## src/mesh_duplicate_filter_defines.svh

```systemverilog
// assertion macros used by the duplicate filter rtl
// depends on i_clk and i_rst_n being visible at the point of use
`ifndef MESH_DUPLICATE_FILTER_DEFINES_SVH
`define MESH_DUPLICATE_FILTER_DEFINES_SVH

// same-cycle implication, disabled while in reset
`define MDF_CHECK_NOW(name, ante, cons, msg) \
    name: assert property (@(posedge i_clk) disable iff (!i_rst_n) (ante) |-> (cons)) \
        else $error(msg);

// next-cycle implication, disabled while in reset
`define MDF_CHECK_NEXT(name, ante, cons, msg) \
    name: assert property (@(posedge i_clk) disable iff (!i_rst_n) (ante) |=> (cons)) \
        else $error(msg);

`endif

```

## src/mdf_pkg.sv

```systemverilog
// shared types, codes and constants of the mesh duplicate filter
// no dependencies
`default_nettype none
package mdf_pkg;

    localparam int CAPACITY_DEF = 16;

    localparam int ADDR_W  = 48;
    localparam int MS_W    = 20;
    localparam int CAP_W   = 5;
    localparam int ACC_W   = 32;
    localparam int EL_W    = 16;
    localparam int IN_W    = 128;
    localparam int OUT_W   = 72;

    // configuration register indexes
    localparam logic [1:0] REG_OWN_ADDR = 2'd0;
    localparam logic [1:0] REG_INTERVAL = 2'd1;
    localparam logic [1:0] REG_LIFETIME = 2'd2;
    localparam logic [1:0] REG_CAPACITY = 2'd3;

    // result actions
    localparam logic [2:0] ACT_FOREIGN   = 3'd0;
    localparam logic [2:0] ACT_DUPLICATE = 3'd1;
    localparam logic [2:0] ACT_DELIVER   = 3'd2;
    localparam logic [2:0] ACT_DELIV_ACK = 3'd3;
    localparam logic [2:0] ACT_ACK_RECV  = 3'd4;
    localparam logic [2:0] ACT_DELIV_OTH = 3'd5;
    localparam logic [2:0] ACT_TICK_DONE = 3'd6;

    // command kinds decided by the front
    localparam logic [1:0] KIND_FOREIGN = 2'd0;
    localparam logic [1:0] KIND_PACKET  = 2'd1;
    localparam logic [1:0] KIND_TICK    = 2'd2;

    // type classes
    localparam logic [1:0] CLS_PLAIN = 2'd0;
    localparam logic [1:0] CLS_CONF  = 2'd1;
    localparam logic [1:0] CLS_ACK   = 2'd2;
    localparam logic [1:0] CLS_OTHER = 2'd3;

    typedef struct packed {
        logic [1:0]        kind;
        logic [1:0]        cls;
        logic [EL_W-1:0]   elapsed;
        logic [7:0]        id;
        logic [ADDR_W-1:0] src;
        logic [ADDR_W-1:0] tgt;
    } t_cmd;

    typedef struct packed {
        logic [7:0]        id;
        logic [ADDR_W-1:0] src;
        logic [ADDR_W-1:0] tgt;
        logic [1:0]        cls;
        logic [MS_W-1:0]   life;
    } t_entry;

    typedef struct packed {
        logic [2:0]        action;
        logic [7:0]        id;
        logic [ADDR_W-1:0] addr;
        logic [4:0]        expired;
        logic [4:0]        occupancy;
    } t_result;

    function automatic logic [1:0] class_of(input logic [7:0] ptype);
        logic [1:0] c;
        case (ptype)
            8'd0:    c = CLS_PLAIN;
            8'd1:    c = CLS_CONF;
            8'd3:    c = CLS_ACK;
            default: c = CLS_OTHER;
        endcase
        return c;
    endfunction

endpackage
`default_nettype wire

```

## src/mdf_front.sv

```systemverilog
// front end: unpacks an input transaction and classifies it into a command
// depends on mdf_pkg
`default_nettype none
module mdf_front (
    input  wire logic                        i_mode,
    input  wire logic [mdf_pkg::IN_W-1:0]    i_data,
    input  wire logic [mdf_pkg::ADDR_W-1:0]  i_own_address,
    output mdf_pkg::t_cmd                    o_cmd
);

    logic [mdf_pkg::ADDR_W-1:0] tgt;

    assign tgt = i_data[127:80];

    always_comb begin
        o_cmd.elapsed = i_data[15:0];
        o_cmd.cls     = mdf_pkg::class_of(i_data[23:16]);
        o_cmd.id      = i_data[31:24];
        o_cmd.src     = i_data[79:32];
        o_cmd.tgt     = tgt;
        if (i_mode) begin
            o_cmd.kind = mdf_pkg::KIND_TICK;
        end else if (tgt != i_own_address) begin
            o_cmd.kind = mdf_pkg::KIND_FOREIGN;
        end else begin
            o_cmd.kind = mdf_pkg::KIND_PACKET;
        end
    end

endmodule
`default_nettype wire

```

## src/mdf_queue.sv

```systemverilog
// two-entry command queue between front and back
// depends on mdf_pkg
`default_nettype none
module mdf_queue (
    input  wire logic    i_clk,
    input  wire logic    i_rst_n,
    input  wire logic    i_push,
    input  wire mdf_pkg::t_cmd i_cmd,
    output logic         o_full,
    input  wire logic    i_pop,
    output logic         o_valid,
    output mdf_pkg::t_cmd o_cmd
);

    mdf_pkg::t_cmd r_buf [2];
    logic          r_wr;
    logic          r_rd;
    logic [1:0]    r_cnt;

    assign o_full  = (r_cnt == 2'd2);
    assign o_valid = (r_cnt != 2'd0);
    assign o_cmd   = r_buf[r_rd];

    always_ff @(posedge i_clk) begin
        if (i_push) begin
            r_buf[r_wr] <= i_cmd;
        end
    end

    always_ff @(posedge i_clk) begin
        if (!i_rst_n) begin
            r_wr  <= 1'b0;
            r_rd  <= 1'b0;
            r_cnt <= 2'd0;
        end else begin
            if (i_push) begin
                r_wr <= ~r_wr;
            end
            if (i_pop) begin
                r_rd <= ~r_rd;
            end
            r_cnt <= r_cnt + {1'b0, i_push} - {1'b0, i_pop};
        end
    end

endmodule
`default_nettype wire

```

## src/mdf_back.sv

```systemverilog
// back end: seen-table engine with ring memory, lookup, record, aging,
// and the output register; depends on mdf_pkg and the defines header
`default_nettype none
`include "mesh_duplicate_filter_defines.svh"
module mdf_back #(
    parameter int CAPACITY = mdf_pkg::CAPACITY_DEF
) (
    input  wire logic                        i_clk,
    input  wire logic                        i_rst_n,
    input  wire logic                        i_q_valid,
    input  wire mdf_pkg::t_cmd               i_q_cmd,
    output logic                             o_q_pop,
    input  wire logic [mdf_pkg::MS_W-1:0]    i_interval,
    input  wire logic [mdf_pkg::MS_W-1:0]    i_lifetime,
    input  wire logic [mdf_pkg::CAP_W-1:0]   i_capacity,
    output logic                             o_valid,
    input  wire logic                        i_ready,
    output mdf_pkg::t_result                 o_result
);

    localparam int IW = (CAPACITY > 1) ? $clog2(CAPACITY) : 1;
    localparam int CW = $clog2(CAPACITY + 1);

    localparam logic [2:0] S_IDLE = 3'd0;
    localparam logic [2:0] S_RD   = 3'd1;
    localparam logic [2:0] S_CMP  = 3'd2;
    localparam logic [2:0] S_REC  = 3'd3;
    localparam logic [2:0] S_OUT  = 3'd4;

    mdf_pkg::t_entry r_mem [CAPACITY];
    mdf_pkg::t_entry r_rdata;

    logic [2:0]                 r_state;
    logic                       r_aging;
    mdf_pkg::t_cmd              r_cmd;
    logic [IW-1:0]              r_oldest;
    logic [CW-1:0]              r_live;
    logic [CW-1:0]              r_k;
    logic [CW-1:0]              r_kept;
    logic [CW-1:0]              r_removed;
    logic [mdf_pkg::ACC_W-1:0]  r_acc;
    mdf_pkg::t_result           r_res;
    mdf_pkg::t_result           r_out;
    logic                       r_out_valid;

    logic [CW:0]                sum_k;
    logic [CW:0]                sum_kept;
    logic [CW:0]                sum_live;
    logic [IW-1:0]              slot_k;
    logic [IW-1:0]              slot_kept;
    logic [IW-1:0]              slot_live;
    logic [CW-1:0]              cap_eff;
    logic                       evict;
    logic [mdf_pkg::ACC_W:0]    acc_sum;
    logic [mdf_pkg::ACC_W-1:0]  acc_new;
    logic                       match;
    logic                       expired;
    logic                       rd_en;
    logic                       wr_en;
    logic [IW-1:0]              wr_addr;
    mdf_pkg::t_entry            wr_data;
    logic [2:0]                 rec_action;
    logic                       out_free;

    // ring positions, oldest + offset wraps at most once
    always_comb begin
        sum_k    = (CW+1)'(r_oldest) + {1'b0, r_k};
        sum_kept = (CW+1)'(r_oldest) + {1'b0, r_kept};
        sum_live = (CW+1)'(r_oldest) + {1'b0, r_live};
        if (32'(sum_k) >= CAPACITY) sum_k = sum_k - (CW+1)'(CAPACITY);
        if (32'(sum_kept) >= CAPACITY) sum_kept = sum_kept - (CW+1)'(CAPACITY);
        if (32'(sum_live) >= CAPACITY) sum_live = sum_live - (CW+1)'(CAPACITY);
        slot_k    = sum_k[IW-1:0];
        slot_kept = sum_kept[IW-1:0];
        slot_live = sum_live[IW-1:0];
    end

    always_comb begin
        if (i_capacity == '0) begin
            cap_eff = CW'(1);
        end else if (32'(i_capacity) > CAPACITY) begin
            cap_eff = CW'(CAPACITY);
        end else begin
            cap_eff = CW'(i_capacity);
        end
        evict = (32'(r_live) >= 32'(cap_eff)) && (r_live != '0);
    end

    always_comb begin
        acc_sum = {1'b0, r_acc} + (mdf_pkg::ACC_W+1)'(i_q_cmd.elapsed);
        acc_new = acc_sum[mdf_pkg::ACC_W] ? '1 : acc_sum[mdf_pkg::ACC_W-1:0];
    end

    always_comb begin
        match = (r_rdata.life != '0) && (r_rdata.id == r_cmd.id) &&
                (r_rdata.src == r_cmd.src) && (r_rdata.tgt == r_cmd.tgt) &&
                (r_rdata.cls == r_cmd.cls);
        expired = (mdf_pkg::ACC_W'(r_rdata.life) <= r_acc);
    end

    always_comb begin
        case (r_cmd.cls)
            mdf_pkg::CLS_PLAIN: rec_action = mdf_pkg::ACT_DELIVER;
            mdf_pkg::CLS_CONF:  rec_action = mdf_pkg::ACT_DELIV_ACK;
            mdf_pkg::CLS_ACK:   rec_action = mdf_pkg::ACT_ACK_RECV;
            default:            rec_action = mdf_pkg::ACT_DELIV_OTH;
        endcase
    end

    // table write: compaction during aging or a new record
    always_comb begin
        rd_en = (r_state == S_RD) && (r_k != r_live);
        wr_en = 1'b0;
        wr_addr = slot_live;
        wr_data.id   = r_cmd.id;
        wr_data.src  = r_cmd.src;
        wr_data.tgt  = r_cmd.tgt;
        wr_data.cls  = r_cmd.cls;
        wr_data.life = i_lifetime;
        if (r_state == S_REC) begin
            wr_en = 1'b1;
        end else if ((r_state == S_CMP) && r_aging && !expired) begin
            wr_en   = 1'b1;
            wr_addr = slot_kept;
            wr_data = r_rdata;
            wr_data.life = r_rdata.life - r_acc[mdf_pkg::MS_W-1:0];
        end
    end

    always_ff @(posedge i_clk) begin
        if (wr_en) begin
            r_mem[wr_addr] <= wr_data;
        end
        if (rd_en) begin
            r_rdata <= r_mem[slot_k];
        end
    end

    assign out_free = !r_out_valid || i_ready;
    assign o_q_pop  = (r_state == S_IDLE) && i_q_valid;
    assign o_valid  = r_out_valid;
    assign o_result = r_out;

    always_ff @(posedge i_clk) begin
        if (o_q_pop) begin
            r_cmd <= i_q_cmd;
        end
        if ((r_state == S_OUT) && out_free) begin
            r_out <= r_res;
        end
    end

    always_ff @(posedge i_clk) begin
        if (!i_rst_n) begin
            r_state     <= S_IDLE;
            r_aging     <= 1'b0;
            r_oldest    <= '0;
            r_live      <= '0;
            r_k         <= '0;
            r_kept      <= '0;
            r_removed   <= '0;
            r_acc       <= '0;
            r_res       <= '0;
            r_out_valid <= 1'b0;
        end else begin
            if ((r_state == S_OUT) && out_free) begin
                r_out_valid <= 1'b1;
            end else if (i_ready) begin
                r_out_valid <= 1'b0;
            end
            case (r_state)
                S_IDLE: begin
                    if (i_q_valid) begin
                        r_k       <= '0;
                        r_kept    <= '0;
                        r_removed <= '0;
                        r_res.expired   <= '0;
                        r_res.occupancy <= 5'(r_live);
                        case (i_q_cmd.kind)
                            mdf_pkg::KIND_TICK: begin
                                r_res.action <= mdf_pkg::ACT_TICK_DONE;
                                r_res.id     <= '0;
                                r_res.addr   <= '0;
                                r_acc        <= acc_new;
                                if (acc_new >= mdf_pkg::ACC_W'(i_interval)) begin
                                    r_aging <= 1'b1;
                                    r_state <= S_RD;
                                end else begin
                                    r_state <= S_OUT;
                                end
                            end
                            mdf_pkg::KIND_PACKET: begin
                                r_res.action <= mdf_pkg::ACT_FOREIGN;
                                r_res.id     <= i_q_cmd.id;
                                r_res.addr   <= i_q_cmd.src;
                                r_aging      <= 1'b0;
                                r_state      <= S_RD;
                            end
                            default: begin
                                r_res.action <= mdf_pkg::ACT_FOREIGN;
                                r_res.id     <= i_q_cmd.id;
                                r_res.addr   <= i_q_cmd.src;
                                r_state      <= S_OUT;
                            end
                        endcase
                    end
                end
                S_RD: begin
                    if (r_k == r_live) begin
                        if (r_aging) begin
                            r_live  <= r_kept;
                            r_acc   <= '0;
                            r_res.expired   <= 5'(r_removed);
                            r_res.occupancy <= 5'(r_kept);
                            r_state <= S_OUT;
                        end else begin
                            r_state <= S_REC;
                        end
                    end else begin
                        r_state <= S_CMP;
                    end
                end
                S_CMP: begin
                    r_k <= r_k + CW'(1);
                    if (r_aging) begin
                        r_state <= S_RD;
                        if (expired) begin
                            r_removed <= r_removed + CW'(1);
                        end else begin
                            r_kept <= r_kept + CW'(1);
                        end
                    end else if (match) begin
                        r_res.action <= mdf_pkg::ACT_DUPLICATE;
                        r_state      <= S_OUT;
                    end else begin
                        r_state <= S_RD;
                    end
                end
                S_REC: begin
                    // eviction drops the oldest; the new entry lands at oldest + live
                    if (evict) begin
                        r_oldest <= (32'(r_oldest) == CAPACITY - 1) ? '0 :
                                    r_oldest + IW'(1);
                        r_res.occupancy <= 5'(r_live);
                    end else begin
                        r_live <= r_live + CW'(1);
                        r_res.occupancy <= 5'(r_live + CW'(1));
                    end
                    r_res.action <= rec_action;
                    r_state      <= S_OUT;
                end
                S_OUT: begin
                    if (out_free) begin
                        r_state <= S_IDLE;
                    end
                end
                default: begin
                    r_state <= S_IDLE;
                end
            endcase
        end
    end

    `MDF_CHECK_NOW(a_live_bound, 1'b1, 32'(r_live) <= CAPACITY, "live count above capacity")
    `MDF_CHECK_NOW(a_cmp_after_rd, r_state == S_CMP, $past(r_state) == S_RD, "compare without read")
    `MDF_CHECK_NEXT(a_rec_nonempty, r_state == S_REC, r_live != '0, "table empty after record")
    `MDF_CHECK_NOW(a_kept_bound, r_aging && (r_state == S_RD), r_kept + r_removed == r_k,
        "aging counters out of step")

endmodule
`default_nettype wire

```

## src/mesh_duplicate_filter.sv

```systemverilog
// Mesh duplicate filter. Each input transaction is a packet header or a time
// tick; each produces exactly one result transaction. A packet for this
// station is compared against the seen table one entry at a time through
// the table memory's single read port, each entry fetched then compared,
// and, if none matches, is then recorded and reported. An aging tick walks
// every held entry the same way. A two-entry queue behind the input and a
// result register let the input keep accepting while a result waits.
// Configuration is written through a plain write port; the user must write
// it only while idle, the block itself does not enforce this. Table entries
// live in a ring of CAPACITY slots and need no clearing.
`default_nettype none
module mesh_duplicate_filter #(
    parameter int CAPACITY = mdf_pkg::CAPACITY_DEF
) (
    input  wire logic                         i_clk,
    input  wire logic                         i_rst_n,
    input  wire logic                         i_s_axis_tvalid,
    output logic                              o_s_axis_tready,
    // elapsed_ms[15:0], packet_type[23:16], packet_id[31:24],
    // source_address[79:32], target_address[127:80]
    input  wire logic [mdf_pkg::IN_W-1:0]     i_s_axis_tdata,
    // mode[0]
    input  wire logic                         i_s_axis_tuser,
    output logic                              o_m_axis_tvalid,
    input  wire logic                         i_m_axis_tready,
    // reply_id[7:0], reply_address[55:8], expired_count[60:56],
    // occupancy[65:61], zero[71:66]
    output logic [mdf_pkg::OUT_W-1:0]         o_m_axis_tdata,
    // action[2:0]
    output logic [2:0]                        o_m_axis_tuser,
    input  wire logic                         i_cfg_we,
    input  wire logic [1:0]                   i_cfg_index,
    input  wire logic [mdf_pkg::ADDR_W-1:0]   i_cfg_data
);

    logic [mdf_pkg::ADDR_W-1:0] r_own;
    logic [mdf_pkg::MS_W-1:0]   r_interval;
    logic [mdf_pkg::MS_W-1:0]   r_lifetime;
    logic [mdf_pkg::CAP_W-1:0]  r_capacity;

    mdf_pkg::t_cmd    front_cmd;
    mdf_pkg::t_cmd    q_cmd;
    mdf_pkg::t_result result;
    logic             q_full;
    logic             q_valid;
    logic             q_pop;
    logic             push;

    always_ff @(posedge i_clk) begin
        if (!i_rst_n) begin
            r_own      <= '0;
            r_interval <= mdf_pkg::MS_W'(1000);
            r_lifetime <= mdf_pkg::MS_W'(10000);
            r_capacity <= mdf_pkg::CAP_W'(16);
        end else if (i_cfg_we) begin
            case (i_cfg_index)
                mdf_pkg::REG_OWN_ADDR: r_own      <= i_cfg_data;
                mdf_pkg::REG_INTERVAL: r_interval <= i_cfg_data[mdf_pkg::MS_W-1:0];
                mdf_pkg::REG_LIFETIME: r_lifetime <= i_cfg_data[mdf_pkg::MS_W-1:0];
                mdf_pkg::REG_CAPACITY: r_capacity <= i_cfg_data[mdf_pkg::CAP_W-1:0];
                default: ;
            endcase
        end
    end

    assign o_s_axis_tready = !q_full;
    assign push = i_s_axis_tvalid && !q_full;

    mdf_front u_front (
        .i_mode        (i_s_axis_tuser),
        .i_data        (i_s_axis_tdata),
        .i_own_address (r_own),
        .o_cmd         (front_cmd)
    );

    mdf_queue u_queue (
        .i_clk   (i_clk),
        .i_rst_n (i_rst_n),
        .i_push  (push),
        .i_cmd   (front_cmd),
        .o_full  (q_full),
        .i_pop   (q_pop),
        .o_valid (q_valid),
        .o_cmd   (q_cmd)
    );

    mdf_back #(
        .CAPACITY (CAPACITY)
    ) u_back (
        .i_clk      (i_clk),
        .i_rst_n    (i_rst_n),
        .i_q_valid  (q_valid),
        .i_q_cmd    (q_cmd),
        .o_q_pop    (q_pop),
        .i_interval (r_interval),
        .i_lifetime (r_lifetime),
        .i_capacity (r_capacity),
        .o_valid    (o_m_axis_tvalid),
        .i_ready    (i_m_axis_tready),
        .o_result   (result)
    );

    assign o_m_axis_tuser = result.action;
    assign o_m_axis_tdata = {6'b0, result.occupancy, result.expired, result.addr, result.id};

endmodule
`default_nettype wire

```

## config.mk

```make
export PLATFORM = sky130hd
export DESIGN_NAME = mesh_duplicate_filter
export DESIGN_NICKNAME = d
export VERILOG_FILES = /design/src/mdf_pkg.sv /design/src/mdf_front.sv /design/src/mdf_queue.sv /design/src/mdf_back.sv /design/src/mesh_duplicate_filter.sv
export VERILOG_INCLUDE_DIRS = /design/src /design/src/src
export SDC_FILE = /design/constraint.sdc
export NUM_CORES = 2
export LEC_CHECK = 0
export ABC_CLOCK_PERIOD_IN_PS = 19250
export BUFFER_PORTS_ARGS = -buffer_cell sky130_fd_sc_hd__clkbuf_2
export CORE_UTILIZATION = 55
export DETAILED_ROUTE_END_ITERATION = 10
export PLACE_DENSITY = 0.71
export SLEW_MARGIN = 10
export SYNTH_ARGS = -nofsm -noshare
export SYNTH_HDL_FRONTEND = slang
export SYNTH_SLANG_ARGS = --single-unit
```

## constraint.sdc

```tcl
create_clock -name i_clk -period 19.25 [get_ports i_clk]
set_input_delay 2.8875 -clock i_clk [delete_from_list [all_inputs] [get_ports i_clk]]
set_output_delay 2.8875 -clock i_clk [all_outputs]
set_load 0.01 [all_outputs]
```

==> summary.md <==
| Metric | Value |
|---|---|
| Outcome | `finished clean` |
| Synth area leader | `edfxtp_1` |
| Seq. cell area | `0.0816 sq mm` |
| Worst-path cell chain | `inv_1 > ha_1 > fa_1 > nor2b_1 > o21a_1 > o21ai_1 > a21oi_1 > o221ai_1 > a311oi_4 > buf_4 > a31oi_1 > nor2_4 > buf_4 > buf_4 > buf_4` |
| Most common cell after layout, fill and taps aside | `edfxtp_1` |
| Share of layout cells above drive strength 1 | `0.204` |
| # placed instances | `9192` |
| CP max stage cell | `buf_4` |
| Final ANT Viol Nets | `0` |
| I/O Buffers | `254` |
| Synth Flop Type | `edfxtp_1` |
| Post-DP Area | `0.115 sq mm` |
| Initial Utilization | `0.554` |
| Share of the synthesized area in the top cell type | `0.696` |
| Flops & latches, synth | `roughly 2800` |
| CTS resizes | `0` |
| Die H | `450 um` |
| Worst-margin pin slew | `1.29 ns` |
| Postcts setup bufs | `0` |
| Die area | `approximately 0.20 sq mm` |
| Delay-heaviest family, CP | `buffers and inverters` |
| CTS Buf Count | `between 200 and 300` |
| Total GRT Usage | `0.281` |
| Syn_area_per_cell | `17.0 sq um` |
| Commonest cells after routing, fill and taps aside | `edfxtp_1 (2565), nand2_1 (1187), mux4_2 (504)` |
| Leakage | `41.6 nW` |
| Worst Path Buf+Inv | `5` |
| Clock root cell | `clkbuf_16` |
| Reg2reg setup slack | `~12 ns` |
| Hold Path Class | `reg -> reg` |
| Slew HR | `0.139` |
| FFs w/ async S/R, synth | `0` |
| Cell Area, Synth | `0.111 sq mm` |
| CP dominant cell by count | `buf_4` |
| Yosys warnings | `0` |
| Iteration count of the initial detailed-routing pass | `6` |
| Maximum fanout along the worst path | `58` |
| Final nets | `7097` |
| Setup TNS | `0 ns` |
| Vias in the first global route | `60200` |
| Fill cells | `between 10000 and 15000` |
| Clock buffer depth | `4` |
| Final Max Tran Viols | `0` |
| Achievable Freq | `144 MHz` |
| Hold WS | `0.427 ns` |
| Clock net sink count | `2793` |
| Largest net degree at the start of global routing | `139` |
| Worst-path clk slew | `0.06 ns` |
| Multi-input gate area | `0.0276 sq mm` |
| Routability cong. | `between 0.9 and 1` |
| CTS tree | `built` |
| Initial antenna violation count | `9` |
| Skew final | `0.0657 ns` |
| Crit start category | `register` |
| Worst-Skew Late Latency | `approximately 0.95 ns` |
| First-pass GRT wire length | `~410000 um` |
| Routed WL | `~290000 um` |
| Arr. time, crit path | `7.49 ns` |
| Max cap viols | `0` |
| Area contributors post-synth | `edfxtp_1 (70%), mux4_2 (10%), dfxtp_1 (4.1%), nand2_1 (4.0%), mux2_2 (1.3%)` |
| Post-synth cell types | `88` |
| Area grow syn2layout | `12.3%` |
| Cell area after layout | `0.124 sq mm` |
| Cts hold-fix bufs | `0` |
| Mapped Cells | `6500` |
| Final cycle utilization of the critical path | `0.361` |
| DR iter-0 viols | `7785` |
| Crit end category | `register` |
| Tmin final | `6.95 ns` |
| Crit path kind | `reg -> reg` |
| Critical Path Max Stage Delay | `0.77 ns` |
| Peak supply drop | `approximately 88 uV` |
| Total grt overflow | `0` |
| PwrDens | `124 mW/mm^2` |
| Non-filler cells, final | `a little under 10000` |
| H-tree depth | `5` |
| Std cell rows | `164` |
| Via count | `61700` |
| Die width | `roughly 450 um` |
| Final setup viols | `0` |
| WL/cell | `29.5 um` |
| Drt drc | `0` |
| Unrepaired setup endpoints after global routing | `false` |
| Final Hold Viols | `0` |
| Io pins | `~260` |
| Data required, critical path | `19.78 ns` |
| Util after Layout | `0.622` |
| Core box area | `0.200 sq mm` |
| Vias/cell | `6.36` |
| Register area share after synthesis | `0.738` |
| EDFF count, synth | `approximately 2600` |
| Final HPWL from detailed placement | `162000 um` |
[Yosys cell counts (all sizes together) (7+ instances only)]
cell type and count:
a21boi 103, a31oi 145, nor2b 40, xnor2 109
mux4 504, and2 73, nor4 26, nand3 41
a22oi 11, edfxtp 2565, and3 139, o21a 14
nor3 33, nor2 111, o211ai 17, nand2 1188
a21oi 67, o22ai 13, a211oi 9, mux2 123
clkbuf 237, buf 94, mux2i 11, a2111o 7
xor2 70, ha 80, inv 95, dfxtp 228
o21ai 150, nand4 37, nand2b 25, a21o 31
[per-stage QoR]
stage                     power, mW  setup slack, ns
after CTS                      15.4            12.33
after detailed placement       10.1            12.40
after floorplan                9.02            10.50
after global placement         10.0            12.47
after global routing           15.8            12.05
final                          15.4            12.30
[path summary, 6_finish.rpt]
path	start	endpoint	cells after the start
setup / recovery	u_back.r_rdata[0]$_DFFE_PP_	u_back.r_mem[5][29]$_DFFE_PP_	15
hold / removal	u_back.r_res[18]$_SDFFE_PN0P_	u_back.o_result[18]$_DFFE_PP_	0
setup reg to reg	u_back.r_rdata[0]$_DFFE_PP_	u_back.r_mem[5][29]$_DFFE_PP_	15
hold reg to reg	u_back.r_res[18]$_SDFFE_PN0P_	u_back.o_result[18]$_DFFE_PP_	0
[logic make-up after synthesis]
logic type | share of synthesized area
xor gates and xnor gates | 0.0142
adders and majority gates | 0.00996
other | 0.0000339
buffers and inverters | 0.0151
AOI/OAI and AO/OA | 0.0376
and+or+nand+nor | 0.0692
DFF | 0.738
muxes | 0.116
[where the power goes]
group          total, mW  switching [mW]  internal, mW
Clock               5.32            2.22          3.10
Sequential          8.03           0.495          7.54
Combinational       2.01            1.44         0.567
[metal layers]
metal | GRT usage | up-vias | share of wire | wire length [um]
met4 | 0.0920 | 4 | 0.032 | 9060
met1 | 0.420 | 31900 | 0.41 | 117000
li1 | - | 25700 | - | -
met3 | 0.0604 | 438 | 0.11 | 31300
met2 | 0.415 | 3587 | 0.45 | 129000
met5 | 0 | - | 0.000098 | 28
[registers in the layout (all words and copies together) (netlist names), 20 cells and up, named ones only]
name             cells
u_back.r_mem      2016
u_queue.r_buf      248
u_back.r_rdata     126
u_back.r_cmd       106
u_back.o_result     69
u_back.r_res        69
r_own               48
u_back.r_acc        32
r_interval          20
r_lifetime          20
[cell type report]
type | instances | area share
Antenna cell | 6 | 0.000121
Clock buffer | 364 | 0.0629
Clock inverter | 126 | 0.00850
Inverter | 96 | 0.00294
Multi-Input combinational cell | 3285 | 0.223
Sequential cell | 2793 | 0.657
Tap cell | 2656 | 0.0268
Timing Repair Buffer | 363 | 0.0192
[worst register-to-register path, stage by stage, from the launching register on]
cell	delay [ns]
edfxtp_1	0.36
inv_1	0.05
ha_1	0.19
fa_1	0.40
nor2b_1	0.14
o21a_1	0.14
o21ai_1	0.07
a21oi_1	0.32
o221ai_1	0.39
a311oi_4	0.37
buf_4	0.73
a31oi_1	0.53
nor2_4	0.63
buf_4	0.72
buf_4	0.78
buf_4	0.73
Power figures use the tool's default switching activity.
